$ cat config.mk
export PLATFORM = sky130hd
export DESIGN_NAME = rs485_frame_parser_crc8
export DESIGN_NICKNAME = d
export VERILOG_FILES = /design/src/hdl/rfpc_pkg.sv /design/src/hdl/rs485_frame_parser_crc8.sv
export VERILOG_INCLUDE_DIRS = /design/src /design/src/hdl
export SDC_FILE = /design/constraint.sdc
export NUM_CORES = 1
export LEC_CHECK = 0
export BUFFER_PORTS_ARGS = -buffer_cell sky130_fd_sc_hd__buf_2
export CAP_MARGIN = 20
export CORE_ASPECT_RATIO = 2
export CORE_MARGIN = 8
export CORE_UTILIZATION = 45
export CTS_CLUSTER_SIZE = 14
export DETAILED_ROUTE_END_ITERATION = 7
export HOLD_SLACK_MARGIN = 0.1
export PLACE_DENSITY = 0.62
export SLEW_MARGIN = 20
export SYNTH_ARGS = -nofsm -noshare
export SYNTH_HDL_FRONTEND = slang
export SYNTH_SLANG_ARGS = --single-unit
$ cat constraint.sdc
create_clock -name clk -period 3.75 [get_ports clk]
set_input_delay 0.9375 -clock clk [delete_from_list [all_inputs] [get_ports clk]]
set_output_delay 0.9375 -clock clk [all_outputs]
set_load 0.005 [all_outputs]
$ cat src/hdl/rs485_frame_parser_crc8_defines.svh
// Assertion helpers for the frame parser.
// Both sample on the rising edge of clk and are off while rst_n is low.
`ifndef RS485_FRAME_PARSER_CRC8_DEFINES_SVH
`define RS485_FRAME_PARSER_CRC8_DEFINES_SVH

// Same-cycle implication
`define RFPC_ASSERT_NOW(lbl, ante, cons, msg) \
  lbl: assert property (@(posedge clk) disable iff (!rst_n) (ante) |-> (cons)) else $error(msg);

// Next-cycle implication
`define RFPC_ASSERT_NEXT(lbl, ante, cons, msg) \
  lbl: assert property (@(posedge clk) disable iff (!rst_n) (ante) |=> (cons)) else $error(msg);

`endif

$ cat src/hdl/rfpc_pkg.sv
package rfpc_pkg;

  // Sizes
  localparam int MAX_PAYLOAD = 32;
  localparam int DATA_W      = 8;
  localparam int KIND_W      = 2;
  localparam int COUNT_W     = 6;
  localparam int PIDX_W      = $clog2(MAX_PAYLOAD);
  localparam int LEN_EXT_W   = DATA_W + 1;

  localparam logic [DATA_W-1:0] HEAD_RESET = 8'hf7;
  localparam logic [DATA_W-1:0] CRC_POLY   = 8'h07;
  localparam logic [DATA_W-1:0] MIN_BODY   = 8'd2;

  // Result kinds
  localparam logic [KIND_W-1:0] KIND_HDR  = 2'd0;
  localparam logic [KIND_W-1:0] KIND_DATA = 2'd1;
  localparam logic [KIND_W-1:0] KIND_ERR  = 2'd2;

  // Error codes
  localparam logic ERR_LEN = 1'b0;
  localparam logic ERR_CRC = 1'b1;

  // Frame parsing phase
  typedef enum logic [6:0] {
    PH_HUNT    = 7'b0000001,
    PH_ADDR    = 7'b0000010,
    PH_LEN     = 7'b0000100,
    PH_STATE   = 7'b0001000,
    PH_FUNC    = 7'b0010000,
    PH_PAYLOAD = 7'b0100000,
    PH_CRC     = 7'b1000000
  } phase_t;

  // Input side vs. payload burst
  typedef enum logic [1:0] {
    CTL_RUN  = 2'b01,
    CTL_EMIT = 2'b10
  } ctl_t;

  // One byte through the CRC-8, MSB first
  function automatic logic [DATA_W-1:0] crc8_step(input logic [DATA_W-1:0] crc,
                                                   input logic [DATA_W-1:0] b);
    logic [DATA_W-1:0] c;
    c = crc ^ b;
    for (int i = 0; i < DATA_W; i++) begin
      if (c[DATA_W-1]) begin
        c = {c[DATA_W-2:0], 1'b0} ^ CRC_POLY;
      end else begin
        c = {c[DATA_W-2:0], 1'b0};
      end
    end
    return c;
  endfunction

endpackage

$ cat src/hdl/rs485_frame_parser_crc8.sv
// Results of an accepted byte appear in the output register in the next cycle.
// Throughput: one byte per cycle, limited by the single output register and paused in a burst.
// A good frame's CRC byte loads the header, then one payload byte per free output
// cycle from the payload RAM; input stalls for the whole burst.
// Reset (rst_n low, synchronous): hunting, head byte 0xf7, output empty.
// The payload RAM is not cleared; every byte read was written by the same frame.
`include "rs485_frame_parser_crc8_defines.svh"

module rs485_frame_parser_crc8 (
  input  logic                           clk,
  input  logic                           rst_n,
  input  logic                           cfg_wr_en,
  input  logic [rfpc_pkg::DATA_W-1:0]    cfg_wr_data,
  input  logic                           in_valid,
  output logic                           in_stall,
  input  logic [rfpc_pkg::DATA_W-1:0]    in_rx_byte,
  output logic                           out_valid,
  input  logic                           out_stall,
  output logic [rfpc_pkg::KIND_W-1:0]    out_kind,
  output logic                           out_error_code,
  output logic [rfpc_pkg::DATA_W-1:0]    out_slave_addr,
  output logic [rfpc_pkg::DATA_W-1:0]    out_frame_state,
  output logic [rfpc_pkg::DATA_W-1:0]    out_function_code,
  output logic [rfpc_pkg::COUNT_W-1:0]   out_payload_count,
  output logic [rfpc_pkg::DATA_W-1:0]    out_data_byte,
  output logic                           out_last
);
  import rfpc_pkg::*;

  // Control state
  ctl_t                ctl_r, ctl_nxt;
  phase_t              phase_r, phase_nxt;
  logic [DATA_W-1:0]   head_r;
  logic                out_valid_r, out_valid_nxt;

  // Frame fields
  logic [DATA_W-1:0]   crc_r, crc_nxt;
  logic [DATA_W-1:0]   addr_r, addr_nxt;
  logic [DATA_W-1:0]   len_r, len_nxt;
  logic [DATA_W-1:0]   state_r, state_nxt;
  logic [DATA_W-1:0]   func_r, func_nxt;
  logic [COUNT_W-1:0]  pidx_r, pidx_nxt;
  logic [COUNT_W-1:0]  emit_idx_r, emit_idx_nxt;
  logic [COUNT_W-1:0]  emit_cnt_r, emit_cnt_nxt;

  // Output register
  logic [KIND_W-1:0]   kind_r, kind_nxt;
  logic                err_r, err_nxt;
  logic [DATA_W-1:0]   oaddr_r, oaddr_nxt;
  logic [DATA_W-1:0]   ostate_r, ostate_nxt;
  logic [DATA_W-1:0]   ofunc_r, ofunc_nxt;
  logic [COUNT_W-1:0]  ocnt_r, ocnt_nxt;
  logic [DATA_W-1:0]   odata_r, odata_nxt;
  logic                olast_r, olast_nxt;

  // Payload RAM
  logic [DATA_W-1:0]   mem [MAX_PAYLOAD];
  logic [DATA_W-1:0]   mem_q;
  logic                mem_we, mem_re;
  logic [PIDX_W-1:0]   mem_wa, mem_ra;

  // Helpers
  logic                out_free;
  logic                in_acc;
  logic                emit_last;
  logic [DATA_W-1:0]   crc_in;
  logic [LEN_EXT_W-1:0] len_m2;
  logic [LEN_EXT_W-1:0] pidx_p3;
  logic [COUNT_W-1:0]  frame_cnt;
  logic                len_bad;
  logic [COUNT_W-1:0]  pidx_inc;

  assign out_free  = !out_valid_r || !out_stall;
  assign in_stall  = !((ctl_r == CTL_RUN) && out_free);
  assign in_acc    = in_valid && !in_stall;
  assign emit_last = (emit_idx_r == emit_cnt_r - COUNT_W'(1));
  assign crc_in    = (phase_r == PH_LEN) ? '0 : crc_r;
  assign pidx_inc  = pidx_r + COUNT_W'(1);
  assign pidx_p3   = LEN_EXT_W'(pidx_inc) + LEN_EXT_W'(2);
  assign len_m2    = {1'b0, len_r} - LEN_EXT_W'(MIN_BODY);
  assign len_bad   = (in_rx_byte < MIN_BODY) ||
                     (LEN_EXT_W'(in_rx_byte) > LEN_EXT_W'(MAX_PAYLOAD + 2));

  // Payload count of the held frame, clamped as the buffer allows
  always_comb begin
    if (len_r < MIN_BODY) begin
      frame_cnt = '0;
    end else if (len_m2 > LEN_EXT_W'(MAX_PAYLOAD)) begin
      frame_cnt = COUNT_W'(MAX_PAYLOAD);
    end else begin
      frame_cnt = len_m2[COUNT_W-1:0];
    end
  end

  // Next-state logic: byte parsing and payload burst
  always_comb begin
    ctl_nxt       = ctl_r;
    phase_nxt     = phase_r;
    crc_nxt       = crc_r;
    addr_nxt      = addr_r;
    len_nxt       = len_r;
    state_nxt     = state_r;
    func_nxt      = func_r;
    pidx_nxt      = pidx_r;
    emit_idx_nxt  = emit_idx_r;
    emit_cnt_nxt  = emit_cnt_r;
    out_valid_nxt = out_free ? 1'b0 : out_valid_r;
    kind_nxt      = kind_r;
    err_nxt       = err_r;
    oaddr_nxt     = oaddr_r;
    ostate_nxt    = ostate_r;
    ofunc_nxt     = ofunc_r;
    ocnt_nxt      = ocnt_r;
    odata_nxt     = odata_r;
    olast_nxt     = olast_r;
    mem_we        = 1'b0;
    mem_wa        = pidx_r[PIDX_W-1:0];
    mem_re        = 1'b0;
    mem_ra        = '0;

    if (ctl_r == CTL_EMIT) begin
      // One buffered payload byte per free output slot
      if (out_free) begin
        out_valid_nxt = 1'b1;
        kind_nxt      = KIND_DATA;
        err_nxt       = 1'b0;
        oaddr_nxt     = '0;
        ostate_nxt    = '0;
        ofunc_nxt     = '0;
        ocnt_nxt      = '0;
        odata_nxt     = mem_q;
        olast_nxt     = emit_last;
        emit_idx_nxt  = emit_idx_r + COUNT_W'(1);
        mem_re        = 1'b1;
        mem_ra        = emit_idx_nxt[PIDX_W-1:0];
        if (emit_last) begin
          ctl_nxt = CTL_RUN;
        end
      end
    end else if (in_acc) begin
      case (phase_r)
        PH_HUNT: begin
          if (in_rx_byte == head_r) begin
            phase_nxt = PH_ADDR;
          end
        end
        PH_ADDR: begin
          addr_nxt  = in_rx_byte;
          phase_nxt = PH_LEN;
        end
        PH_LEN: begin
          if (len_bad) begin
            out_valid_nxt = 1'b1;
            kind_nxt      = KIND_ERR;
            err_nxt       = ERR_LEN;
            oaddr_nxt     = '0;
            ostate_nxt    = '0;
            ofunc_nxt     = '0;
            ocnt_nxt      = '0;
            odata_nxt     = '0;
            olast_nxt     = 1'b1;
            // Rescan the held address, then this byte
            if (addr_r == head_r) begin
              addr_nxt  = in_rx_byte;
              phase_nxt = PH_LEN;
            end else if (in_rx_byte == head_r) begin
              phase_nxt = PH_ADDR;
            end else begin
              phase_nxt = PH_HUNT;
            end
          end else begin
            len_nxt   = in_rx_byte;
            crc_nxt   = crc8_step(crc_in, in_rx_byte);
            pidx_nxt  = '0;
            phase_nxt = PH_STATE;
          end
        end
        PH_STATE: begin
          state_nxt = in_rx_byte;
          crc_nxt   = crc8_step(crc_in, in_rx_byte);
          phase_nxt = PH_FUNC;
        end
        PH_FUNC: begin
          func_nxt  = in_rx_byte;
          crc_nxt   = crc8_step(crc_in, in_rx_byte);
          phase_nxt = (len_r > MIN_BODY) ? PH_PAYLOAD : PH_CRC;
        end
        PH_PAYLOAD: begin
          mem_we   = (pidx_r < COUNT_W'(MAX_PAYLOAD));
          pidx_nxt = pidx_inc;
          crc_nxt  = crc8_step(crc_in, in_rx_byte);
          // Last payload byte once the new count plus two reaches the length
          if (pidx_p3 >= {1'b0, len_r}) begin
            phase_nxt = PH_CRC;
          end
        end
        default: begin
          // CRC byte: header plus burst, or error report
          phase_nxt     = PH_HUNT;
          out_valid_nxt = 1'b1;
          odata_nxt     = '0;
          if (in_rx_byte != crc_r) begin
            kind_nxt   = KIND_ERR;
            err_nxt    = ERR_CRC;
            oaddr_nxt  = '0;
            ostate_nxt = '0;
            ofunc_nxt  = '0;
            ocnt_nxt   = '0;
            olast_nxt  = 1'b1;
          end else begin
            kind_nxt     = KIND_HDR;
            err_nxt      = 1'b0;
            oaddr_nxt    = addr_r;
            ostate_nxt   = state_r;
            ofunc_nxt    = func_r;
            ocnt_nxt     = frame_cnt;
            olast_nxt    = (frame_cnt == '0);
            emit_cnt_nxt = frame_cnt;
            emit_idx_nxt = '0;
            mem_re       = 1'b1;
            mem_ra       = '0;
            if (frame_cnt != '0) begin
              ctl_nxt = CTL_EMIT;
            end
          end
        end
      endcase
    end
  end

  // Control registers
  always_ff @(posedge clk) begin
    if (!rst_n) begin
      ctl_r       <= CTL_RUN;
      phase_r     <= PH_HUNT;
      head_r      <= HEAD_RESET;
      out_valid_r <= 1'b0;
    end else begin
      ctl_r       <= ctl_nxt;
      phase_r     <= phase_nxt;
      out_valid_r <= out_valid_nxt;
      if (cfg_wr_en) begin
        head_r <= cfg_wr_data;
      end
    end
  end

  // Payload registers
  always_ff @(posedge clk) begin
    crc_r      <= crc_nxt;
    addr_r     <= addr_nxt;
    len_r      <= len_nxt;
    state_r    <= state_nxt;
    func_r     <= func_nxt;
    pidx_r     <= pidx_nxt;
    emit_idx_r <= emit_idx_nxt;
    emit_cnt_r <= emit_cnt_nxt;
    kind_r     <= kind_nxt;
    err_r      <= err_nxt;
    oaddr_r    <= oaddr_nxt;
    ostate_r   <= ostate_nxt;
    ofunc_r    <= ofunc_nxt;
    ocnt_r     <= ocnt_nxt;
    odata_r    <= odata_nxt;
    olast_r    <= olast_nxt;
  end

  // Payload RAM, registered read; writes only while parsing, reads at a good CRC byte and in the burst
  always_ff @(posedge clk) begin
    if (mem_we) begin
      mem[mem_wa] <= in_rx_byte;
    end
  end

  always_ff @(posedge clk) begin
    if (mem_re) begin
      mem_q <= mem[mem_ra];
    end
  end

  // Outputs
  assign out_valid         = out_valid_r;
  assign out_kind          = kind_r;
  assign out_error_code    = err_r;
  assign out_slave_addr    = oaddr_r;
  assign out_frame_state   = ostate_r;
  assign out_function_code = ofunc_r;
  assign out_payload_count = ocnt_r;
  assign out_data_byte     = odata_r;
  assign out_last          = olast_r;

  // Checks
  `RFPC_ASSERT_NOW(a_stall_in_burst, ctl_r == CTL_EMIT, in_stall, "input taken during burst")
  `RFPC_ASSERT_NOW(a_no_write_in_burst, mem_we, ctl_r == CTL_RUN, "RAM write during burst")
  `RFPC_ASSERT_NOW(a_emit_idx_range, ctl_r == CTL_EMIT, emit_idx_r < emit_cnt_r, "burst index overrun")
  `RFPC_ASSERT_NEXT(a_burst_ends, (ctl_r == CTL_EMIT) && out_free && emit_last, (ctl_r == CTL_RUN) && out_last, "burst did not end on last")

endmodule

==> flow_metrics.py <==
metrics = {
    "outcome": {
        "status": "finished, final reports clean",
    },
    "hold_path": {
        "worstHoldStart": "ctl_r[0]$_SDFFE_PN1P_",
        "holdCritPathClass": "flop to flop",
    },
    "logic_synthesis": {
        "synth_fp_nets": 1258,
        "number_of_enable_flip_flop_cells_after_synthesis": 364,
        "synth.ff_latch_count": 382,
        "post-synth-top-area-cell": "sky130_fd_sc_hd__edfxtp_1",
        "synth_area_leaders": "sky130_fd_sc_hd__edfxtp_1 66%, sky130_fd_sc_hd__nand2_1 3.6%, sky130_fd_sc_hd__a211oi_1 2.9%, sky130_fd_sc_hd__xnor2_1 2.8%, sky130_fd_sc_hd__and3_1 2.4%",
        "synthesis.yosys.warnings": 0,
        "synth_top_cell_area_share_pct": 65.6,
        "synth_seq_area_share_pct": 67.7,
        "synth.cells.most_frequent": "364 x sky130_fd_sc_hd__edfxtp_1, 158 x sky130_fd_sc_hd__nand2_1, 71 x sky130_fd_sc_hd__nor2_1",
        "synth_ff_type": "sky130_fd_sc_hd__edfxtp_1",
        "netlist_instances": 1221,
        "syn_avg_cell_area_um2": 13.7,
        "synth_cell_types": 75,
        "synth_async_sr_flop_share_pct": 0,
        "post_synthesis_instance_area_mm2": 0.0167,
        "synthMostInstantiatedCell": "sky130_fd_sc_hd__edfxtp_1",
    },
    "timing": {
        "slew_violations": 0,
        "final-hold-violation-count": 0,
        "final.setup.worst_slack_ns": 0.477,
        "worst_slew_pin_slew_ns": 0.794,
        "fin_crit_sh_pct": 87.3,
        "min_period_ns": 3.27,
        "timing.slew.headroom_pct": 46.9,
        "setup_viol_count_final": 0,
        "unrepaired_setup_endpoints_after_global_routing": "no",
        "final.setup_skew_ns": 0.0188,
        "setup_tns_ns": 0,
        "max_clock_freq_ghz": 0.306,
    },
    "place": {
        "gp_routability_congestion": 0.869,
        "place.port_buffers": 64,
        "dp_hpwl_um": 27200,
        "setup_slack_placement_ns": 0.254,
    },
    "global_route": {
        "grt_antenna_before_repair": 3,
        "first_pass_grt_wire_length_um": 62200,
        "grt_pass1_vias": 10324,
        "maximum_number_of_pins_on_one_net_before_global_route_repair": 73,
        "grt.overflow.total": 0,
        "track_usage_pct": 18.6,
    },
    "job": {
        "drv_cap": 0,
    },
    "routing": {
        "drc_errors": 0,
        "pre_repair_dr_iteration_count": 5,
        "antenna_left": 0,
        "routed_via_density": 5.70,
        "drt-wirelength-per-cell_um": 22.9,
        "detailroute.via_count": 10212,
        "routed_wirelength_um": 41100,
        "drtIter0Drc": 957,
    },
    "clocking": {
        "cts_made_buffers": 36,
        "cts_post_setup_buffers_inserted": 0,
        "ctsRootBufferMaster": "sky130_fd_sc_hd__clkbuf_16",
        "cts-root-to-sink-buffers": 3,
        "number_of_levels_in_the_clock_h_tree": 2,
        "clk_sinks": 382,
        "cts_tree": "yes",
        "clk_transition_reported_paths_ns": 0.06,
        "clk-insertion-delay-late_ns": 0.53,
    },
    "power_and_ir_drop": {
        "vdd_drop_max_v": 0.000411,
        "cellPowerDensity_mw_per_mm2": 466,
        "fin_total_pwr_mw": 8.78,
        "power.leakage_nw": 6.70,
    },
    "worst_setup_path": {
        "required_worst_endpoint_ns": 4.18,
        "max_stage_delay_ns": 0.65,
        "setup.worst_path.start_class": "flop",
        "worst_setup_path_startpoint": "pidx_r[3]$_SDFFCE_PP0P_",
        "worstSetupPathType": "flop to flop",
        "cp_cell_sequence": "nand3_1 -> nor3_1 -> xnor2_1 -> nor4_1 -> ha_1 -> a211o_1 -> a41oi_1 -> o31ai_2 -> a21oi_1 -> a311oi_1",
        "critical_path.endpoint_type": "flop",
        "cp_max_fo": 10,
        "crit-reg2reg-launch": "pidx_r[3]$_SDFFCE_PP0P_",
        "worstPathArrival_ns": 3.71,
        "slowest_stage_cell_on_the_critical_path": "sky130_fd_sc_hd__edfxtp_1",
    },
    "die": {
        "fp.dieH_um": 288,
        "die_width_um": 152,
        "top_level_ports": 65,
        "die_area_mm2": 0.0438,
        "row_count": 100,
        "initial_utilization_pct": 45.2,
        "core_area_mm2": 0.0369,
    },
    "layout": {
        "final.fill_count": 3043,
        "largest_reg_flops": 256,
        "largest-register": "mem",
        "seqCellArea_mm2": 0.0113,
        "multi_input_comb_area_mm2": 0.00492,
        "antenna_cells": 0,
        "area_growth_pct": 12.8,
        "num-nets-final": 1348,
        "finalCoreUtilization_pct": 51.0,
        "post_route_cells_drive_above_1_share_pct": 17.9,
    },
}
[cells by family (layout without fill, tap and decap cells)]
family | count (synthesis) | in the layout | synth area share [%]
fa+ha+maj | 16 | 16 | 1.20
buf+inv | 94 | 206 | 2.92
simple gates | 421 | 421 | 13.6
xor+xnor | 81 | 81 | 4.46
mux | 8 | 8 | 0.480
flops | 382 | 382 | 67.7
compound gates | 219 | 219 | 9.58
[layout make-up]
| type | count | area share (%) |
|---|---|---|
| tap | 459 | 3.05 |
| clock buffer | 46 | 4.99 |
| sequential | 382 | 60.0 |
| timing repair buffer | 126 | 4.64 |
| inverter | 20 | 0.399 |
| clock inverter | 14 | 0.745 |
| multi-input combinational | 745 | 26.2 |
[what timing repair did]
item                                   in CTS  in global routing
setup endpoints to repair                   0                  4
endpoints found under the hold margin       0                  0
resized for setup                           0                  1
hold buffers                                0                  0
[layer usage]
metal	routed length, um	track usage [%]
met2	21000	33.0
met3	2500	3.12
met1	16100	22.1
met5	0	0
met4	1480	7.63
[worst paths after layout]
| path | to | slack [ns] | cells past startpoint |
|---|---|---|---|
| max | phase_r[2]$_SDFFE_PN0P_ | 0.48 | 10 |
| min | ctl_r[0]$_SDFFE_PN1P_ | 0.51 | 1 |
| max reg2reg | phase_r[2]$_SDFFE_PN0P_ | 0.48 | 10 |
| min reg2reg | ctl_r[0]$_SDFFE_PN1P_ | 0.51 | 1 |
[worst max-delay path: cells and delay by family, from the launching register on]
kind	cells	cell delay (ns)
simple gates	3	0.96
fa+ha+maj	1	0.25
compound gates	5	1.17
flops	1	0.65
xor+xnor	1	0.17
[metrics by stage]
stage               hold slack, ns  cell area, um^2  cells
finish                       0.507            18800   1792
global route                 0.530            18800   1792
CTS                          0.505            18800   1792
detailed placement           0.491            17700   1732
global placement             0.492            17700   1732
floorplan                    0.463            16700   1221
[power by group]
part / total, mW / switching (mW) / internal [mW]
clock: 3.43 / 1.52 / 1.91
sequential: 4.84 / 0.0455 / 4.79
combinational: 0.506 / 0.333 / 0.173
[cells in the final DEF (no fill, tap or decap), types with 6 or more instances in the layout]
master,Yosys,routed
sky130_fd_sc_hd__inv_1,19,19
sky130_fd_sc_hd__a211oi_1,64,64
sky130_fd_sc_hd__nand3_1,12,12
sky130_fd_sc_hd__mux2i_1,8,8
sky130_fd_sc_hd__and2_1,39,38
sky130_fd_sc_hd__nand2_1,158,156
sky130_fd_sc_hd__o2bb2ai_1,16,16
sky130_fd_sc_hd__a2bb2oi_1,8,8
sky130_fd_sc_hd__nand3b_1,8,8
sky130_fd_sc_hd__o21ai_0,8,8
sky130_fd_sc_hd__xor2_1,24,24
sky130_fd_sc_hd__and3_1,65,65
sky130_fd_sc_hd__clkbuf_1,27,10
sky130_fd_sc_hd__a21o_1,6,6
sky130_fd_sc_hd__o22ai_1,9,9
sky130_fd_sc_hd__nor2_1,71,71
sky130_fd_sc_hd__buf_4,8,55
sky130_fd_sc_hd__a31oi_1,42,42
sky130_fd_sc_hd__a31o_2,23,23
sky130_fd_sc_hd__xnor2_1,54,54
sky130_fd_sc_hd__edfxtp_1,364,364
sky130_fd_sc_hd__nand4_1,11,11
sky130_fd_sc_hd__a21oi_1,19,19
sky130_fd_sc_hd__clkbuf_16,0,36
sky130_fd_sc_hd__buf_2,29,64
sky130_fd_sc_hd__ha_1,16,16
sky130_fd_sc_hd__dfxtp_1,18,18
sky130_fd_sc_hd__nor3_1,6,6
sky130_fd_sc_hd__buf_12,0,7
sky130_fd_sc_hd__nor4b_2,9,9
(Power assumes the default switching activity.)
